===== config.mk =====
export PLATFORM = sky130hd
export DESIGN_NAME = sspg_merge_flat
export DESIGN_NICKNAME = d
export VERILOG_FILES = /design/src/rtl/core/sspg_pkg.sv /design/src/rtl/core/sspg_if.sv /design/src/rtl/core/sspg_merge.sv /design/src/flat_wrapper.sv
export SDC_FILE = /design/constraint.sdc
export NUM_CORES = 1
export LEC_CHECK = 0
export BUFFER_PORTS_ARGS = -buffer_cell sky130_fd_sc_hd__buf_2
export CAP_MARGIN = 40
export CORE_MARGIN = 2
export CORE_UTILIZATION = 36
export DETAILED_ROUTE_END_ITERATION = 8
export HOLD_SLACK_MARGIN = 0.03
export PLACE_DENSITY = 0.74
export RECOVER_POWER = 50
export SLEW_MARGIN = 10
export SYNTH_ARGS = -nofsm -noshare
export SYNTH_HDL_FRONTEND = slang
export SYNTH_SLANG_ARGS = --single-unit

===== constraint.sdc =====
create_clock -name clk -period 0.8 [get_ports clk]
set_input_delay 0.16 -clock clk [delete_from_list [all_inputs] [get_ports clk]]
set_output_delay 0.16 -clock clk [all_outputs]
set_load 0.02 [all_outputs]

===== src/rtl/core/sspg_pkg.sv =====
// shared types, constants and the quarter-wave sine function of the setpoint generator
`default_nettype none
package sspg_pkg;

	// number of joints, fixed by the two result fields
	localparam int unsigned CHANNELS = 2;

	// default quarter-wave table resolution
	localparam int unsigned SINE_TABLE_BITS_DEF = 10;

	localparam int unsigned DATA_W = 32;

	// register groups, each holding one register per channel
	localparam int unsigned GRP_PHASE_STEP = 0;
	localparam int unsigned GRP_AMPLITUDE  = 1;
	localparam int unsigned GRP_OFFSET     = 2;
	localparam int unsigned GRP_COUNT      = 3;

	localparam int unsigned REG_COUNT = GRP_COUNT * CHANNELS;
	localparam int unsigned IDX_W     = $clog2(REG_COUNT);

	// count line of transactions in flight: count, phase, table, product, sum
	localparam int unsigned PIPE_DEPTH = 5;

	// pi/2 in unsigned Q30
	localparam logic [63:0] HALF_PI_Q30 = 64'd1686629713;

	typedef struct packed {
		logic              en;
		logic [IDX_W-1:0]  index;
		logic [DATA_W-1:0] data;
	} cfg_wr_t;

	// sin(pi/2 * k / 2^bits) in Q1.15, taylor series to x^17 in Q30, evaluated at elaboration
	function automatic logic [14:0] quarter_sine(input int unsigned k, input int unsigned bits);
		logic [63:0]        x;
		logic [63:0]        x2;
		logic [63:0]        term;
		logic signed [63:0] sum;
		x    = (HALF_PI_Q30 * 64'(k)) >> bits;
		x2   = (x * x) >> 30;
		term = x;
		sum  = signed'(x);
		term = ((term * x2) >> 30) / 64'd6;
		sum  = sum - signed'(term);
		term = ((term * x2) >> 30) / 64'd20;
		sum  = sum + signed'(term);
		term = ((term * x2) >> 30) / 64'd42;
		sum  = sum - signed'(term);
		term = ((term * x2) >> 30) / 64'd72;
		sum  = sum + signed'(term);
		term = ((term * x2) >> 30) / 64'd110;
		sum  = sum - signed'(term);
		term = ((term * x2) >> 30) / 64'd156;
		sum  = sum + signed'(term);
		term = ((term * x2) >> 30) / 64'd210;
		sum  = sum - signed'(term);
		term = ((term * x2) >> 30) / 64'd272;
		sum  = sum + signed'(term);
		if (sum <= 64'sd0) begin
			return 15'd0;
		end
		sum = (sum + 64'sd16384) >>> 15;
		if (sum > 64'sd32767) begin
			sum = 64'sd32767;
		end
		return sum[14:0];
	endfunction

endpackage
`default_nettype wire


===== src/rtl/core/sspg_if.sv =====
// valid/ready channel interfaces for the tick input and the setpoint result
`default_nettype none


interface sspg_setpoint_if;
	logic               valid;
	logic               ready;
	logic signed [31:0] position_a;
	logic signed [31:0] position_b;

	modport source (output valid, output position_a, output position_b, input ready);
	modport sink   (input valid, input position_a, input position_b, output ready);
endinterface
`default_nettype wire


===== src/rtl/core/sspg_merge.sv =====
// merges the lane results into the held setpoint transaction
`default_nettype none
module sspg_merge (
	input  wire logic               clk,
	input  wire logic               arst_n,
	input  wire logic               capture,
	input  wire logic signed [31:0] pos [sspg_pkg::CHANNELS],
	sspg_setpoint_if.source         setpoint
);

	logic               valid_q;
	logic signed [31:0] pos_a_q;
	logic signed [31:0] pos_b_q;

	always_ff @(posedge clk or negedge arst_n) begin
		if (!arst_n) begin
			valid_q <= 1'b0;
		end else if (capture) begin
			valid_q <= 1'b1;
		end else if (setpoint.ready) begin
			valid_q <= 1'b0;
		end
	end

	always_ff @(posedge clk) begin
		if (capture) begin
			pos_a_q <= pos[0];
			pos_b_q <= pos[1];
		end
	end

	assign setpoint.valid      = valid_q;
	assign setpoint.position_a = pos_a_q;
	assign setpoint.position_b = pos_b_q;

endmodule
`default_nettype wire


===== src/flat_wrapper.sv =====
// flat-port wrapper written by rule: the top's interface ports become plain ports
module sspg_merge_flat 
  (clk, arst_n, capture, pos, setpoint_valid, setpoint_position_a, setpoint_position_b, setpoint_ready);
  sspg_setpoint_if setpoint_i ();
  input  wire logic clk;
  input  wire logic arst_n;
  input  wire logic capture;
  input  wire logic signed [31:0] pos[sspg_pkg::CHANNELS];
  output wire logic [$bits(setpoint_i.valid)-1:0] setpoint_valid;
  output wire logic [$bits(setpoint_i.position_a)-1:0] setpoint_position_a;
  output wire logic [$bits(setpoint_i.position_b)-1:0] setpoint_position_b;
  input wire logic [$bits(setpoint_i.ready)-1:0] setpoint_ready;
  assign setpoint_valid = setpoint_i.valid;
  assign setpoint_position_a = setpoint_i.position_a;
  assign setpoint_position_b = setpoint_i.position_b;
  assign setpoint_i.ready = setpoint_ready;
  sspg_merge u_core (.clk(clk), .arst_n(arst_n), .capture(capture), .pos(pos), .setpoint(setpoint_i));
endmodule

==> reports/metrics.yaml <==
met3_usage_pct: 11.3
worst_r2r_path_depth: 3
hold_path.class: "in2reg"
ys_types: 4
grt_use_met1_pct: 20.1
worstMarginPinSlew_ps: 465
cp_slowest_cell: "edfxtp_1"
ys_seq_elements: 65
routedWlPerCell_um: 18.5
syn_inst: 67
via_per_inst: 4.40
max_stage_delay_ps: 450
drt_wl_total_mm: 6.50
crit_chain: "buf_6"
crit_family: "flip-flops"
synth_top_family_by_area: "compound AO/OA/AOI/OAI gates"
die_w_um: 77.8
crit_type: "reg2out"
clk_pin_slew_ps: 70
io_buffers: 132
crit_fanout: 1
drive_above_1_share_pct: 50.9
numCtsBuffers: 9
r2r_slack_ps: -90
drtIter0Drc: 61
start_util_pct: 37.9
gp_congestion: 0.711
synthSimpleGateAreaFrac_pct: 0
coreArea_mm2: 0.00517
design_area_mm2: 0.00387
met2_usage_pct: 35.9
crit_path_end_kind: "output pin"
finalPower_mw: 7.73
required_ps: 640
clk_latency_ps: 330
cts_tree: "built"
io_pins: 133
grt_usage_pct: 21.0
die_height_um: 77.8
synthMuxAreaShare_pct: 0
slew_headroom_pct: 69.0
grt_overflow: 0
rows: 26
fin_ws_ps: -309
syn_to_final_growth_pct: 97.5
grt_pass1_vias: 1771
leakage_nw: 1.64
synthAdderAreaFrac_pct: 0
max-vdd-ir-drop_mv: 1.66
period_share_pct: 139
maxCapViolations: 0
violations: "setup timing"
dr.pass1.iters: 5
synth.net_count: 135
cts.sinks: 65
slew_violations: 0
htree_num_levels: 3
grt_max_degree: 36
worstSetupStartpointType: "register"
ant_nets: 0
antenna_found_initial: 0
cp_num_cells: 1
crit_arrival_ps: 950
vias: 1546
fin_nets: 347
final-setup-viol-count: 66
fillers: 296
ys_warn_count: 0
yosysSeqAreaShare_pct: 99.4
crit_buf_inv: 1
skew_ps: 0
clockRootBuffer: "clkbuf_8"
final-hold-violation-count: 0
antenna_cells: 0
status: "finished, violations left"
dpl-instance-area_mm2: 0.00275
period_needed_ps: 1110
synth_xor_area_share_pct: 0
whs_path_depth: 3
cellPowerDensity_mw_per_mm2: 2000
max_freq_ghz: 0.901
die-area_mm2: 0.00605
rsz0062_at_grt: "yes"
grt_pass1_wl_mm: 8.97
drc: 0
top_usage_layer: "met2"
cts_buffer_depth: 2
synth_compound_area_share_pct: 0.383
avgSynthCellArea_um2: 29.2
synth_area_mm2: 0.00196
-- Yosys cell counts --
library cell  count  share of area (%)
edfxtp_1         64                 98
a21o_1            1               0.38
inv_1             1               0.19
dfrtp_1           1                1.3
-- repair_timing --
item,CTS,global route
hold buffers,65,0
endpoints found under the setup margin,65,65
setup buffers,1,1
hold endpoints to repair,65,0
gates resized for setup,46,66
gates cloned,0,0
-- routing by layer --
layer / share of wire, % / wire [um] / up-vias
met5: 0 / 0 / -
met4: 3.5 / 227 / 0
met3: 10 / 652 / 21
met2: 53 / 3460 / 99
met1: 33 / 2170 / 734
li1: - / - / 692
-- path summary, 6_finish.rpt --
check	startpoint	end
max in group asynchronous	arst_n	u_core.setpoint.valid
min in group asynchronous	arst_n	u_core.setpoint.valid
worst max-delay path	u_core.setpoint.position_a[15]	setpoint_position_a[15]
worst min register to register	u_core.setpoint.valid	u_core.setpoint.valid
worst max register to register	u_core.setpoint.valid	u_core.setpoint.valid
worst min-delay path	setpoint_ready	u_core.setpoint.valid
-- cell families after synthesis --
kind of cell | count (synthesis)
flops | 65
buf+inv | 1
compound gates | 1
-- area by class of cell --
type                            instances  area, um^2  area share [%]
Clock buffer                           10         128            3.30
Clock inverter                          3        11.3           0.291
Inverter                                1        3.75          0.0971
Multi-Input combinational cell          1        7.51           0.194
Sequential cell                        65        1950            50.3
Tap cell                               70        87.6            2.26
Timing Repair Buffer                  201        1680            43.5
-- cell usage in the layout, fill, tap and decap left out, drive strengths merged --
master and instances:
a21o 1, clkbuf 14, inv 1, clkinv 3, dlygate4sd3 65, edfxtp 64, buf 132, dfrtp 1
-- power by group --
| part | internal [mW] | switching [mW] | total, mW | leakage (nW) |
|---|---|---|---|---|
| Clock | 1.04 | 1.12 | 2.16 | 0.0706 |
| Combinational | 0.753 | 0.631 | 1.38 | 0.931 |
| Sequential | 4.05 | 0.136 | 4.19 | 0.637 |
-- stage by stage --
step | hold slack (ps) | utilization [%] | std cells | setup slack, ps | setup TNS, ps
floorplan | -136 | - | 67 | 79.8 | 0
global placement | -59.0 | 53.1 | 271 | -36.9 | -1570
detailed placement | -58.9 | 53.1 | 271 | -44.1 | -2100
CTS | 84.1 | 71.3 | 350 | -262 | -15100
global route | 105 | 74.8 | 351 | -329 | -17350
finish | 110 | 74.8 | 351 | -309 | -15090
-- registers in the layout, summed over array words and instances, names as in the netlist --
signal / cells
u_core.setpoint.position_a: 32
u_core.setpoint.position_b: 32
u_core.setpoint.valid: 1
Power figures use the tool's default switching activity.
